===== src/rtl/core/trfd_pkg.sv =====
// Shared constants, types and helpers for the terminal receive FIFO device.
package trfd_pkg;

    localparam int FIFO_DEPTH = 128;
    localparam int PTR_W      = $clog2(FIFO_DEPTH);
    localparam int CNT_W      = $clog2(FIFO_DEPTH + 1);

    // Longest drain: 32 beats of 4 bytes.
    localparam logic [31:0] MAX_DRAIN_BYTES = 32'd128;

    // Register offsets
    localparam logic [9:0] OFS_PUT_CHAR    = 10'h000;
    localparam logic [9:0] OFS_BYTES_READY = 10'h004;
    localparam logic [9:0] OFS_CMD         = 10'h008;
    localparam logic [9:0] OFS_PTR         = 10'h010;
    localparam logic [9:0] OFS_LEN         = 10'h014;

    // Modes
    localparam logic [1:0] MODE_WRITE = 2'd0;
    localparam logic [1:0] MODE_READ  = 2'd1;
    localparam logic [1:0] MODE_RX    = 2'd2;

    // Commands
    localparam logic [31:0] CMD_IRQ_OFF = 32'd0;
    localparam logic [31:0] CMD_IRQ_ON  = 32'd1;
    localparam logic [31:0] CMD_TX_DMA  = 32'd2;
    localparam logic [31:0] CMD_DRAIN   = 32'd3;

    // Result kinds
    localparam logic [2:0] K_ACK   = 3'd0;
    localparam logic [2:0] K_READ  = 3'd1;
    localparam logic [2:0] K_TX    = 3'd2;
    localparam logic [2:0] K_TXDMA = 3'd3;
    localparam logic [2:0] K_BEAT  = 3'd4;
    localparam logic [2:0] K_ERR   = 3'd5;

    // Error codes
    localparam logic [2:0] ERR_NONE     = 3'd0;
    localparam logic [2:0] ERR_OFFSET   = 3'd1;
    localparam logic [2:0] ERR_COMMAND  = 3'd2;
    localparam logic [2:0] ERR_TOO_LONG = 3'd3;
    localparam logic [2:0] ERR_OVERFLOW = 3'd4;

    typedef enum logic [3:0] {
        S_IDLE = 4'b0001,
        S_READ = 4'b0010,
        S_LOAD = 4'b0100,
        S_PUSH = 4'b1000
    } state_t;

    typedef struct packed {
        logic [2:0]  kind;
        logic [31:0] read_data;
        logic [7:0]  tx_byte;
        logic [31:0] mem_address;
        logic [31:0] mem_data;
        logic [2:0]  beat_bytes;
        logic [31:0] tx_length;
        logic [2:0]  error_code;
        logic        irq;
        logic        last;
    } result_t;

    function automatic logic [PTR_W-1:0] next_ptr(input logic [PTR_W-1:0] p);
        return (p == PTR_W'(FIFO_DEPTH - 1)) ? '0 : p + 1'b1;
    endfunction

endpackage


===== src/rtl/core/trfd_if.sv =====
// Valid/ready channel interfaces for the device's event and result streams.
interface trfd_in_if;
    logic        valid;
    logic        ready;
    logic [1:0]  mode;
    logic [9:0]  reg_offset;
    logic [31:0] write_data;
    logic [7:0]  rx_byte;

    modport source (output valid, output mode, output reg_offset, output write_data,
                    output rx_byte, input ready);
    modport sink   (input valid, input mode, input reg_offset, input write_data,
                    input rx_byte, output ready);
endinterface

interface trfd_out_if;
    logic        valid;
    logic        ready;
    logic [2:0]  kind;
    logic [31:0] read_data;
    logic [7:0]  tx_byte;
    logic [31:0] mem_address;
    logic [31:0] mem_data;
    logic [2:0]  beat_bytes;
    logic [31:0] tx_length;
    logic [2:0]  error_code;
    logic        irq;
    logic        last;

    modport source (output valid, output kind, output read_data, output tx_byte,
                    output mem_address, output mem_data, output beat_bytes,
                    output tx_length, output error_code, output irq, output last,
                    input ready);
    modport sink   (input valid, input kind, input read_data, input tx_byte,
                    input mem_address, input mem_data, input beat_bytes,
                    input tx_length, input error_code, input irq, input last,
                    output ready);
endinterface


===== src/rtl/core/trfd_ram.sv =====
// Generic simple dual-port RAM, one write and one registered read per cycle.
module trfd_ram #(
    parameter int WIDTH = 8,
    parameter int DEPTH = 128
) (
    input  logic                     clk,
    input  logic                     we,
    input  logic [$clog2(DEPTH)-1:0] waddr,
    input  logic [WIDTH-1:0]         wdata,
    input  logic [$clog2(DEPTH)-1:0] raddr,
    output logic [WIDTH-1:0]         rdata
);

    logic [WIDTH-1:0] mem [DEPTH];

    always_ff @(posedge clk)
    begin
        if (we)
        begin
            mem[waddr] <= wdata;
        end
        rdata <= mem[raddr];
    end

endmodule


===== src/rtl/core/tty_receive_fifo_device_core.sv =====
// Register-mapped terminal device: receive FIFO, byte count, irq enable and DMA drain.
//
// Channels: "item" carries one event per beat (bus write, bus read or received
// byte); "result" carries the answers, the final one of each event marked with
// last. Every event gives one result, except a non-empty drain within bounds,
// which gives one memory-write beat per 4 FIFO bytes, the last beat possibly fewer.
// Results: a single-result event shows its result the cycle after it is taken;
// with the receiver ready and no drain running, an event can be taken every cycle.
// Drain: the FIFO is a byte-wide RAM; each byte is read in S_READ (address),
// then S_LOAD (registered data), and each beat is handed over in S_PUSH.
// One event is processed at a time; no new event is taken until the drain
// has handed over its last beat, so FIFO reads never overlap receive writes.
// Reset clears the byte count, irq enable, DMA pointer/length and the FIFO
// pointers; the RAM contents are not cleared and need no clearing pass.
// When the receiver stalls, the result register holds its beat and the block
// stops taking events; a drain still fetches the bytes of its next beat, then
// waits until the held beat is taken.
module tty_receive_fifo_device_core
    import trfd_pkg::*;
(
    input  logic         clk,
    input  logic         rst_n,
    trfd_in_if.sink      item,
    trfd_out_if.source   result
);

    state_t           state_reg, state_next;
    logic [CNT_W-1:0] count_reg, count_next;
    logic             irq_en_reg, irq_en_next;
    logic [31:0]      ptr_reg, ptr_next;
    logic [31:0]      len_reg, len_next;
    logic [PTR_W-1:0] head_reg, head_next;
    logic [PTR_W-1:0] tail_reg, tail_next;
    logic [CNT_W-1:0] rem_reg, rem_next;
    logic [1:0]       lane_reg, lane_next;
    logic [31:0]      word_reg, word_next;
    logic [31:0]      addr_reg, addr_next;
    logic             drain_irq_reg, drain_irq_next;
    logic             out_valid_reg, out_valid_next;
    result_t          res_reg, res_next;

    logic             item_fire;
    logic             out_free;
    logic             load;
    logic             ram_we;
    logic [7:0]       ram_rdata;

    assign out_free  = !out_valid_reg || result.ready;
    assign item.ready = (state_reg == S_IDLE) && out_free;
    assign item_fire = item.valid && item.ready;

    trfd_ram #(
        .WIDTH(8),
        .DEPTH(FIFO_DEPTH)
    ) u_fifo_ram (
        .clk  (clk),
        .we   (ram_we),
        .waddr(tail_reg),
        .wdata(item.rx_byte),
        .raddr(head_reg),
        .rdata(ram_rdata)
    );

    always_comb
    begin
        state_next     = state_reg;
        count_next     = count_reg;
        irq_en_next    = irq_en_reg;
        ptr_next       = ptr_reg;
        len_next       = len_reg;
        head_next      = head_reg;
        tail_next      = tail_reg;
        rem_next       = rem_reg;
        lane_next      = lane_reg;
        word_next      = word_reg;
        addr_next      = addr_reg;
        drain_irq_next = drain_irq_reg;
        res_next       = res_reg;
        load           = 1'b0;
        ram_we         = 1'b0;

        case (state_reg)
            S_IDLE:
            begin
                if (item_fire)
                begin
                    res_next      = '0;
                    res_next.kind = K_ACK;
                    res_next.last = 1'b1;
                    load          = 1'b1;
                    case (item.mode)
                        MODE_WRITE:
                        begin
                            case (item.reg_offset)
                                OFS_PUT_CHAR:
                                begin
                                    res_next.kind    = K_TX;
                                    res_next.tx_byte = item.write_data[7:0];
                                end
                                OFS_CMD:
                                begin
                                    case (item.write_data)
                                        CMD_IRQ_OFF: irq_en_next = 1'b0;
                                        CMD_IRQ_ON:  irq_en_next = 1'b1;
                                        CMD_TX_DMA:
                                        begin
                                            res_next.kind        = K_TXDMA;
                                            res_next.mem_address = ptr_reg;
                                            res_next.tx_length   = len_reg;
                                        end
                                        CMD_DRAIN:
                                        begin
                                            if (len_reg > 32'(count_reg) ||
                                                len_reg > MAX_DRAIN_BYTES)
                                            begin
                                                res_next.kind       = K_ERR;
                                                res_next.error_code = ERR_TOO_LONG;
                                            end
                                            else if (len_reg != 32'd0)
                                            begin
                                                // Count is committed now; head walks
                                                // forward byte by byte.
                                                load       = 1'b0;
                                                count_next = count_reg - len_reg[CNT_W-1:0];
                                                rem_next   = len_reg[CNT_W-1:0];
                                                lane_next  = '0;
                                                word_next  = '0;
                                                addr_next  = ptr_reg;
                                                state_next = S_READ;
                                            end
                                        end
                                        default:
                                        begin
                                            res_next.kind       = K_ERR;
                                            res_next.error_code = ERR_COMMAND;
                                        end
                                    endcase
                                end
                                OFS_PTR: ptr_next = item.write_data;
                                OFS_LEN: len_next = item.write_data;
                                default:
                                begin
                                    res_next.kind       = K_ERR;
                                    res_next.error_code = ERR_OFFSET;
                                end
                            endcase
                        end
                        MODE_READ:
                        begin
                            if (item.reg_offset == OFS_BYTES_READY)
                            begin
                                res_next.kind      = K_READ;
                                res_next.read_data = 32'(count_reg);
                            end
                            else
                            begin
                                res_next.kind       = K_ERR;
                                res_next.error_code = ERR_OFFSET;
                            end
                        end
                        MODE_RX:
                        begin
                            if (count_reg >= CNT_W'(FIFO_DEPTH))
                            begin
                                res_next.kind       = K_ERR;
                                res_next.error_code = ERR_OVERFLOW;
                            end
                            else
                            begin
                                ram_we     = 1'b1;
                                tail_next  = next_ptr(tail_reg);
                                count_next = count_reg + 1'b1;
                            end
                        end
                        default: ;
                    endcase
                    res_next.irq   = irq_en_next && (count_next != '0);
                    drain_irq_next = irq_en_next && (count_next != '0);
                end
            end
            S_READ:
            begin
                head_next  = next_ptr(head_reg);
                rem_next   = rem_reg - 1'b1;
                state_next = S_LOAD;
            end
            S_LOAD:
            begin
                word_next[8*lane_reg +: 8] = ram_rdata;
                if (lane_reg == 2'd3 || rem_reg == '0)
                begin
                    state_next = S_PUSH;
                end
                else
                begin
                    lane_next  = lane_reg + 1'b1;
                    state_next = S_READ;
                end
            end
            S_PUSH:
            begin
                if (out_free)
                begin
                    load                 = 1'b1;
                    res_next             = '0;
                    res_next.kind        = K_BEAT;
                    res_next.mem_address = addr_reg;
                    res_next.mem_data    = word_reg;
                    res_next.beat_bytes  = 3'({1'b0, lane_reg}) + 3'd1;
                    res_next.irq         = drain_irq_reg;
                    res_next.last        = (rem_reg == '0);
                    addr_next            = addr_reg + 32'd4;
                    word_next            = '0;
                    lane_next            = '0;
                    state_next           = (rem_reg == '0) ? S_IDLE : S_READ;
                end
            end
            default: state_next = S_IDLE;
        endcase

        if (load)
        begin
            out_valid_next = 1'b1;
        end
        else if (result.ready)
        begin
            out_valid_next = 1'b0;
        end
        else
        begin
            out_valid_next = out_valid_reg;
        end
    end

    always_ff @(posedge clk or negedge rst_n)
    begin
        if (!rst_n)
        begin
            state_reg     <= S_IDLE;
            count_reg     <= '0;
            irq_en_reg    <= 1'b0;
            ptr_reg       <= '0;
            len_reg       <= '0;
            head_reg      <= '0;
            tail_reg      <= '0;
            rem_reg       <= '0;
            lane_reg      <= '0;
            drain_irq_reg <= 1'b0;
            out_valid_reg <= 1'b0;
        end
        else
        begin
            state_reg     <= state_next;
            count_reg     <= count_next;
            irq_en_reg    <= irq_en_next;
            ptr_reg       <= ptr_next;
            len_reg       <= len_next;
            head_reg      <= head_next;
            tail_reg      <= tail_next;
            rem_reg       <= rem_next;
            lane_reg      <= lane_next;
            drain_irq_reg <= drain_irq_next;
            out_valid_reg <= out_valid_next;
        end
    end

    always_ff @(posedge clk)
    begin
        word_reg <= word_next;
        addr_reg <= addr_next;
        res_reg  <= res_next;
    end

    assign result.valid       = out_valid_reg;
    assign result.kind        = res_reg.kind;
    assign result.read_data   = res_reg.read_data;
    assign result.tx_byte     = res_reg.tx_byte;
    assign result.mem_address = res_reg.mem_address;
    assign result.mem_data    = res_reg.mem_data;
    assign result.beat_bytes  = res_reg.beat_bytes;
    assign result.tx_length   = res_reg.tx_length;
    assign result.error_code  = res_reg.error_code;
    assign result.irq         = res_reg.irq;
    assign result.last        = res_reg.last;

endmodule


===== src/flat_wrapper.sv =====
// flat-port wrapper written by rule: the top's interface ports become plain ports
module tty_receive_fifo_device_core_flat import trfd_pkg::*;
  (clk, rst_n, item_valid, item_mode, item_reg_offset, item_write_data, item_rx_byte, item_ready, result_valid, result_kind, result_read_data, result_tx_byte, result_mem_address, result_mem_data, result_beat_bytes, result_tx_length, result_error_code, result_irq, result_last, result_ready);
  trfd_in_if item_i ();
  trfd_out_if result_i ();
  input  logic clk;
  input  logic rst_n;
  input wire logic [$bits(item_i.valid)-1:0] item_valid;
  input wire logic [$bits(item_i.mode)-1:0] item_mode;
  input wire logic [$bits(item_i.reg_offset)-1:0] item_reg_offset;
  input wire logic [$bits(item_i.write_data)-1:0] item_write_data;
  input wire logic [$bits(item_i.rx_byte)-1:0] item_rx_byte;
  output wire logic [$bits(item_i.ready)-1:0] item_ready;
  output wire logic [$bits(result_i.valid)-1:0] result_valid;
  output wire logic [$bits(result_i.kind)-1:0] result_kind;
  output wire logic [$bits(result_i.read_data)-1:0] result_read_data;
  output wire logic [$bits(result_i.tx_byte)-1:0] result_tx_byte;
  output wire logic [$bits(result_i.mem_address)-1:0] result_mem_address;
  output wire logic [$bits(result_i.mem_data)-1:0] result_mem_data;
  output wire logic [$bits(result_i.beat_bytes)-1:0] result_beat_bytes;
  output wire logic [$bits(result_i.tx_length)-1:0] result_tx_length;
  output wire logic [$bits(result_i.error_code)-1:0] result_error_code;
  output wire logic [$bits(result_i.irq)-1:0] result_irq;
  output wire logic [$bits(result_i.last)-1:0] result_last;
  input wire logic [$bits(result_i.ready)-1:0] result_ready;
  assign item_i.valid = item_valid;
  assign item_i.mode = item_mode;
  assign item_i.reg_offset = item_reg_offset;
  assign item_i.write_data = item_write_data;
  assign item_i.rx_byte = item_rx_byte;
  assign item_ready = item_i.ready;
  assign result_valid = result_i.valid;
  assign result_kind = result_i.kind;
  assign result_read_data = result_i.read_data;
  assign result_tx_byte = result_i.tx_byte;
  assign result_mem_address = result_i.mem_address;
  assign result_mem_data = result_i.mem_data;
  assign result_beat_bytes = result_i.beat_bytes;
  assign result_tx_length = result_i.tx_length;
  assign result_error_code = result_i.error_code;
  assign result_irq = result_i.irq;
  assign result_last = result_i.last;
  assign result_i.ready = result_ready;
  tty_receive_fifo_device_core u_core (.clk(clk), .rst_n(rst_n), .item(item_i), .result(result_i));
endmodule

===== config.mk =====
export PLATFORM = sky130hd
export DESIGN_NAME = tty_receive_fifo_device_core_flat
export DESIGN_NICKNAME = d
export VERILOG_FILES = /design/src/rtl/core/trfd_pkg.sv /design/src/rtl/core/trfd_if.sv /design/src/rtl/core/trfd_ram.sv /design/src/rtl/core/tty_receive_fifo_device_core.sv /design/src/flat_wrapper.sv
export SDC_FILE = /design/constraint.sdc
export NUM_CORES = 2
export LEC_CHECK = 0
export BUFFER_PORTS_ARGS = -buffer_cell sky130_fd_sc_hd__clkbuf_2
export CAP_MARGIN = 20
export CELL_PAD_IN_SITES_DETAIL_PLACEMENT = 1
export CELL_PAD_IN_SITES_GLOBAL_PLACEMENT = 1
export CORE_UTILIZATION = 54
export CTS_CLUSTER_SIZE = 8
export DETAILED_ROUTE_END_ITERATION = 8
export MAX_ROUTING_LAYER = met4
export PLACE_DENSITY_LB_ADDON = 0.1
export SLEW_MARGIN = 20
export SYNTH_ARGS = -nofsm -noshare
export SYNTH_HDL_FRONTEND = slang
export SYNTH_HIERARCHICAL = 1
export SYNTH_SLANG_ARGS = --single-unit

===== constraint.sdc =====
create_clock -name clk -period 10.82 [get_ports clk]
set_input_delay 0.541 -clock clk [delete_from_list [all_inputs] [get_ports clk]]
set_output_delay 0.541 -clock clk [all_outputs]
set_load 0.01 [all_outputs]

## Word-level counts from Yosys, hierarchy flattened

Memory sizes are Yosys's and may differ from the RTL's. A register that Yosys moved wholly into a read port is not among the register bits.
Index checks and enable logic that the tools add are counted.

| storage, ports and cells | value |
|---|---|
| bits of input ports | 56 |
| word-level logic and storage cells | 192 |
| bits in writable memories | 1024 |
| register bits | 314 |
| memories | 1 |
| output and inout port bits | 149 |

Memories:

| name | words | bits a word | read ports | clocked after memory_dff | write ports | line | source |
|---|---|---|---|---|---|---|---|
| u_core.u_fifo_ram.mem | 128 | 8 | 1 | 1 | 1 | trfd_ram.sv:14 | `logic [WIDTH-1:0] mem [DEPTH];` |

| operators by class | value |
|---|---|
| shifts and indexed selects | 2 |
| mux-type cells | 98 |
| reduce and logical (&&, ||, !) cells | 31 |
| magnitude comparators | 3 |
| bitwise gates (word level) | 1 |
| equal/unequal tests | 24 |
| add/sub/neg operators | 9 |

Operators by type and width:

| cell | count |
|---|---|
| $mux 32 | 20 |
| $mux 147 | 2 |
| $pmux 147 s2 | 1 |
| $mux 8 | 15 |
| $pmux 32 s3 | 1 |
| $eq 32x2->1 const B | 2 |
| $pmux 32 s2 | 1 |
| $mux 40 | 1 |
| $pmux 3 s3 | 4 |
| $neg 5->34 | 1 |
| $shift 8x34->32 const A | 1 |
| $shiftx 8x34->32 | 1 |
| $add 32x3->32 const B | 1 |
| $bwmux 32 | 1 |
| $eq 32x1->1 const B | 1 |
| $gt 32x8->1 | 1 |
| $gt 32x8->1 const B | 1 |
| $logic_not 32->1 | 1 |
| $mux 4 | 8 |
| $pmux 8 s2 | 2 |
| $reduce_bool 32->1 | 1 |
| $eq 10x5->1 const B | 2 |
| $mux 1 | 20 |
| $mux 2 | 10 |
| 42 further kinds | 69 |

## Longest topological paths before layout

| depth | value |
|---|---|
| depth in word-level cells | 12 |
| mapped depth | 13 |
| mapped depth without buffers | 12 |

## Modules after synthesis

The synthesis kept the hierarchy.

Modules (own cells, without submodules):

| module | seq. area each (sq um) | area an instance (sq um) | cells an instance | times used |
|---|---|---|---|---|
| trfd_ram | 30909.6 | 39636.8 | 1629 | 1 |
| tty_receive_fifo_device_core | 8194.1 | 13760.7 | 1189 | 1 |

## Least setup slack after synthesis

Ideal clock, no wire load.

| path | value |
|---|---|
| kind | register to register |
| from | reg u_core.state_reg[0] |
| to | reg u_core.res_reg (netlist bit u_core/result.beat_bytes[0]) (enable) |
| buffers on the path | 0 |
| arrival | 6.978 ns |
| stages on the path, launching flop included | 4 |
| data required time | 10.174 ns |
| setup time | 0.646 ns |
| clock period less this slack | 7.624 ns |
| setup slack | 3.196 ns |
| cell sequence | dfstp_2 > nor4b_2 > nand2_1 > a21oi_1 |

| on the way | value |
|---|---|
| word-level cells in the longest chain between the ends | 5 |
| elaborated cells on any way between the ends | 8 |
| those cells by class | 4 x eq/ne; 4 x reduce/logical |

Ends and longest elaborated chain:

| item | line | source |
|---|---|---|
| from (decl) | tty_receive_fifo_device_core.sv:27 | `state_t state_reg, state_next;` |
| from (signal assigned) | tty_receive_fifo_device_core.sv:253 | `state_reg <= state_next;` |
| $eq 4x1->1 | tty_receive_fifo_device_core.sv:49, tty_receive_fifo_device_core.sv:82 |  |
| $logic_and 1x1->1 | tty_receive_fifo_device_core.sv:49 | `assign item.ready = (state_reg == S_IDLE) && out_free;` |
| $logic_and 1x1->1 | tty_receive_fifo_device_core.sv:50 | `assign item_fire = item.valid && item.ready;` |
| $ne 2x1->1 (no source line) | - |  |
| $reduce_and 3->1 (no source line) (*) | - |  |
| to (signal assigned) | tty_receive_fifo_device_core.sv:271 | `res_reg <= res_next;` |
| to (decl) | tty_receive_fifo_device_core.sv:40 | `result_t res_reg, res_next;` |

Every way passes the cells marked *; elsewhere a longest branch is shown, timed or not.
A chain may end at the register's enable or synchronous reset.

## Worst setup path after layout

| path | value |
|---|---|
| from | reg u_core.state_reg[0] |
| to | mem u_core.u_fifo_ram.mem[110][4] (enable) |

| on the way | value |
|---|---|
| word-level cells in the longest chain between the ends | 7 |

Ends and longest elaborated chain:

| item | line | source |
|---|---|---|
| $eq 4x1->1 (*) | tty_receive_fifo_device_core.sv:49, tty_receive_fifo_device_core.sv:82 |  |
| $logic_and 1x1->1 | tty_receive_fifo_device_core.sv:49 |  |
| $logic_and 1x1->1 | tty_receive_fifo_device_core.sv:50 |  |
| $mux 1 | tty_receive_fifo_device_core.sv:85 | `if (item_fire)` |
| $mux 1 (*) | tty_receive_fifo_device_core.sv:82 | `case (state_reg)` |
| named net u_core.ram_we | tty_receive_fifo_device_core.sv:45 | `logic ram_we;` |
| $mux 1 (*) | trfd_ram.sv:18 | `if (we)` |
| $mux 1 (not written as such) (*) | trfd_ram.sv:20 | `mem[waddr] <= wdata;` |
| to (decl) | trfd_ram.sv:14 |  |

Mark *: on every way through the listed nets, which the timed path passes. The rest lies on a longest branch.

==> impl_summary.log <==
[metrics] Die H: 316.5 µm
[metrics] GRT Residual Overflow: 0
[metrics] maximum single-stage delay on the critical path: 0.84 ns
[metrics] clock tree from TritonCTS: done
[metrics] ys flop type: sky130_fd_sc_hd__edfxtp_1
[metrics] final net count: 3180
[metrics] instance area at placement: 55640 µm²
[metrics] number of standard cells in the layout, taps in and fillers out: 4487
[metrics] CTS Sinks: 1322
[metrics] class of the worst hold path: primary input to flip-flop
[metrics] post-synthesis register bit count: 1322
[metrics] Power per Cell Area: 186.4 nW/µm²
[metrics] register with the most flip-flops: u_core/u_fifo_ram/mem
[metrics] result of the run: finished clean
[metrics] launch instance of the worst register-to-register path: u_core/state_reg[0]
[metrics] most used cells in the layout excluding fill and tap cells: sky130_fd_sc_hd__edfxtp_1 (1211), sky130_fd_sc_hd__mux4_2 (336), sky130_fd_sc_hd__nor2_1 (203)
[metrics] Post-Route Skew: 0.03304 ns
[metrics] required time worst endpoint: 11.20 ns
[metrics] Worst Setup Start Kind: flip-flop
[metrics] CORE AREA: 97280 µm²
[metrics] Cell Count Post-Placement: 4184
[metrics] First DRT Iteration DRCs: 2638
[metrics] average cell area after synthesis: 18.95 µm²
[metrics] GR Util All Layers: 28.82%
[metrics] instance count of the mapped netlist: 2818
[metrics] DRC violation count after routing: 0
[metrics] IO Port Bufs: 180
[metrics] initial antenna violation count: 1
[metrics] FP Rows: 114
[metrics] Top-Level Pins: 205
[metrics] Final Hold Viols: 0
[metrics] setup slack of the critical path after layout: 5.408 ns
[metrics] power spent charging and discharging nets: 2.460 mW
[metrics] cell area after layout: 60890 µm²
[metrics] period utilisation layout: 50.02%
[metrics] largest net degree at the start of global routing: 117
[metrics] async set-or-reset flop fraction in the synthesized netlist: 7.791%
[metrics] Layout Area Growth over Synthesis: 14.03%
[metrics] internal power: 8.891 mW
[metrics] global-route wire length before repair: 201900 µm
[metrics] most common cell after layout, fill and taps aside: sky130_fd_sc_hd__edfxtp_1
[metrics] Avg Vias per Cell: 6.312
[metrics] diode count: 0
[metrics] Routed WL: 136200 µm
[metrics] CP Class: flip-flop to flip-flop
[metrics] number of enable-type register cells in the synthesized netlist: 1211
[metrics] part of the Yosys area used for sequential elements: 73.23%
[metrics] half-perimeter wire length of the detailed placement result: 84100 µm
[metrics] area of the mapped netlist: 53400 µm²
[metrics] worst slack on hold paths: 0.07180 ns
[metrics] portion of total power attributed to the clock network: 46.0%
[metrics] total clock buffers created by CTS: 183
[metrics] switching fraction of total power: 21.67%
[metrics] Worst slew margin: 23.47%
[metrics] number of library cell types mapped by synthesis: 76
[metrics] CP arrival: 5.79 ns
[metrics] final design utilization: 62.59%
[metrics] number of detailed-routing iterations run before antenna repair: 5
[metrics] Worst Max-Slew Pin Slew: 1.148 ns
[metrics] CP bufs+invs: 1
[metrics] highest clock frequency the design can meet: 184.8 MHz
[metrics] starting utilization of the core area: 54.89%
[metrics] Avg WL per Cell: 30.34 µm
[metrics] Maximum Capacitance Violations: 0
[metrics] count of pins over their slew limit: 0
[metrics] total number of vias: 28320
[metrics] setup repair after global routing missed its margin: false
[metrics] Crit. path cell count: 8
[metrics] share of the synthesized area in the top cell type: 68.10%
[metrics] terminus of the critical flop-to-flop path: u_core/u_fifo_ram/mem[110][4]
[metrics] cells on worst reg2reg path: 8
[metrics] fill cell total of the finished layout: 8260
[metrics] worst slack after detailed placement: 5.510 ns
[metrics] global placer's final weighted congestion: 0.8763
[metrics] cell at the slowest stage of the critical path: sky130_fd_sc_hd__nor2_1
[metrics] list of cells traversed by the critical path: nor4b_2, nand2_1, nor2_1, nand2_1, inv_1, nor2b_1, nand3_2, nor2_1
[metrics] share of final-layout standard cells stronger than drive strength 1: 26.63%
[metrics] gate family responsible for the most delay along the worst path: simple AND/OR/NAND/NOR gates
[metrics] full die area: 100100 µm²
[metrics] Final Critical Period: 5.412 ns
[metrics] number of nets still failing antenna checks after routing: 0
[metrics] max reg flops: 1024
[metrics] chip width: 316.5 µm
[metrics] fraction of power consumed by combinational cells: 3.8%
[metrics] setup slack on the worst flop-to-flop path: 5.41 ns
[metrics] origin of the worst setup path: u_core/state_reg[0]
[metrics] CTS-repair resized insts: 0
[metrics] clock input transition at the sequential cells of the worst setup and hold paths: 0.05 ns
[metrics] number of endpoints failing setup at the final stage: 0
[metrics] dominant cells by area after synthesis: sky130_fd_sc_hd__edfxtp_1 (68%), sky130_fd_sc_hd__mux4_2 (14%), sky130_fd_sc_hd__dfrtp_1 (4.8%), sky130_fd_sc_hd__mux2_2 (1.5%), sky130_fd_sc_hd__nor2_1 (1.4%)
[metrics] sum of internal, switching and leakage power: 11.35 mW
[metrics] cell chosen for the clock root: sky130_fd_sc_hd__clkbuf_16
[metrics] Max rail drop VDD: 174.6 µV
[metrics] post-synth top area cell: sky130_fd_sc_hd__edfxtp_1
[metrics] termination of the worst setup path: u_core/u_fifo_ram/mem[110][4]
[metrics] Max Fanout on Critical Path: 14
[metrics] total number of yosys warnings: 6
[metrics] vias in the first global route: 29220
[metrics] leakage power: 19.89 nW
[metrics] Worst-Skew Late Latency: 0.77 ns
[metrics] accumulated negative setup slack: 0 ns
[metrics] Worst Setup End Kind: flip-flop
[metrics] buffer depth of the longest clock path: 3
[metrics] relative contribution of sequential cells to total power: 50.3%
[metrics] total number of H-tree levels: 4
==> kinds of logic after synthesis <==
family,synth area share (%)
DFF,73.23
and+or+nand+nor,5.771
muxes,15.82
AOI/OAI and AO/OA,2.226
buffers and inverters,1.614
xor gates and xnor gates,0.6397
adders and majority gates,0.6936
other,0.007023
==> cell usage after synthesis (all sizes together), types with 3 or more instances <==
master,number
edfxtp,1211
mux4,336
nor2,204
nand2,128
dfrtp,102
o21ai,90
and2,79
clkbuf,77
buf,76
mux2,75
a21oi,66
nor2b,48
nand3,39
nor3,33
ha,28
inv,28
nor4,25
xor2,22
nand4,21
xnor2,17
and3,14
dfxtp,8
a22o,6
a22oi,6
and4,6
nand2b,6
o211ai,5
o31ai,5
a21o,4
o21a,4
or3,4
a211oi,3
a31oi,3
mux2i,3
nor3b,3
nor4b,3
o22ai,3
==> power groups by stage <==
| stage | registers [mW] | clock network, mW | logic (mW) |
|---|---|---|---|
| global route | 5.71 | 5.49 | 0.462 |
| finish | 5.71 | 5.22 | 0.427 |
| CTS | 5.71 | 5.31 | 0.427 |
| floorplan | 5.78 | 0 | 0.218 |
| detailed placement | 5.80 | 0 | 0.425 |
| global placement | 5.80 | 0 | 0.410 |
==> layer usage <==
| layer | track usage (%) | routed length (µm) |
|---|---|---|
| met3 | 3.846 | 8351 |
| met2 | 44.77 | 67100 |
| met5 | - | 0 |
| met1 | 41.00 | 58070 |
| met4 | 7.168 | 2633 |
==> how the worst min path moves through the flow <==
| stage | startpoint | endpoint | slack, ns | depth (start not counted) |
|---|---|---|---|---|
| 2_1_floorplan | rst_n | u_core/count_reg[0] | 0.25 | 0 |
| 3_3_place_gp | u_core/drain_irq_reg | u_core/drain_irq_reg | 0.46 | 2 |
| 3_5_place_dp | u_core/ptr_reg[1] | u_core/ptr_reg[1] | 0.49 | 1 |
| 4_1_cts | item_write_data[31] | u_core/ptr_reg[31] | 0.02 | 2 |
| 5_1_grt | item_write_data[31] | u_core/ptr_reg[31] | 0.05 | 2 |
| 6_report | item_write_data[17] | u_core/ptr_reg[17] | 0.07 | 2 |
==> layout make-up <==
type	count	area [µm²]	area share (%)
flip-flops and latches	1322	39120	64.24
multi-input cells	1337	13580	22.30
clock buffers	287	5001	8.213
well taps	1276	1597	2.622
repair buffers	222	1277	2.098
clock inverters	14	211.5	0.3473
inverters	29	108.9	0.1788
==> what timing repair did <==
item,CTS,global route
hold endpoints to repair,43,0
hold buffers,1,0
buffers inserted,0,0
(Power assumes the default switching activity.)
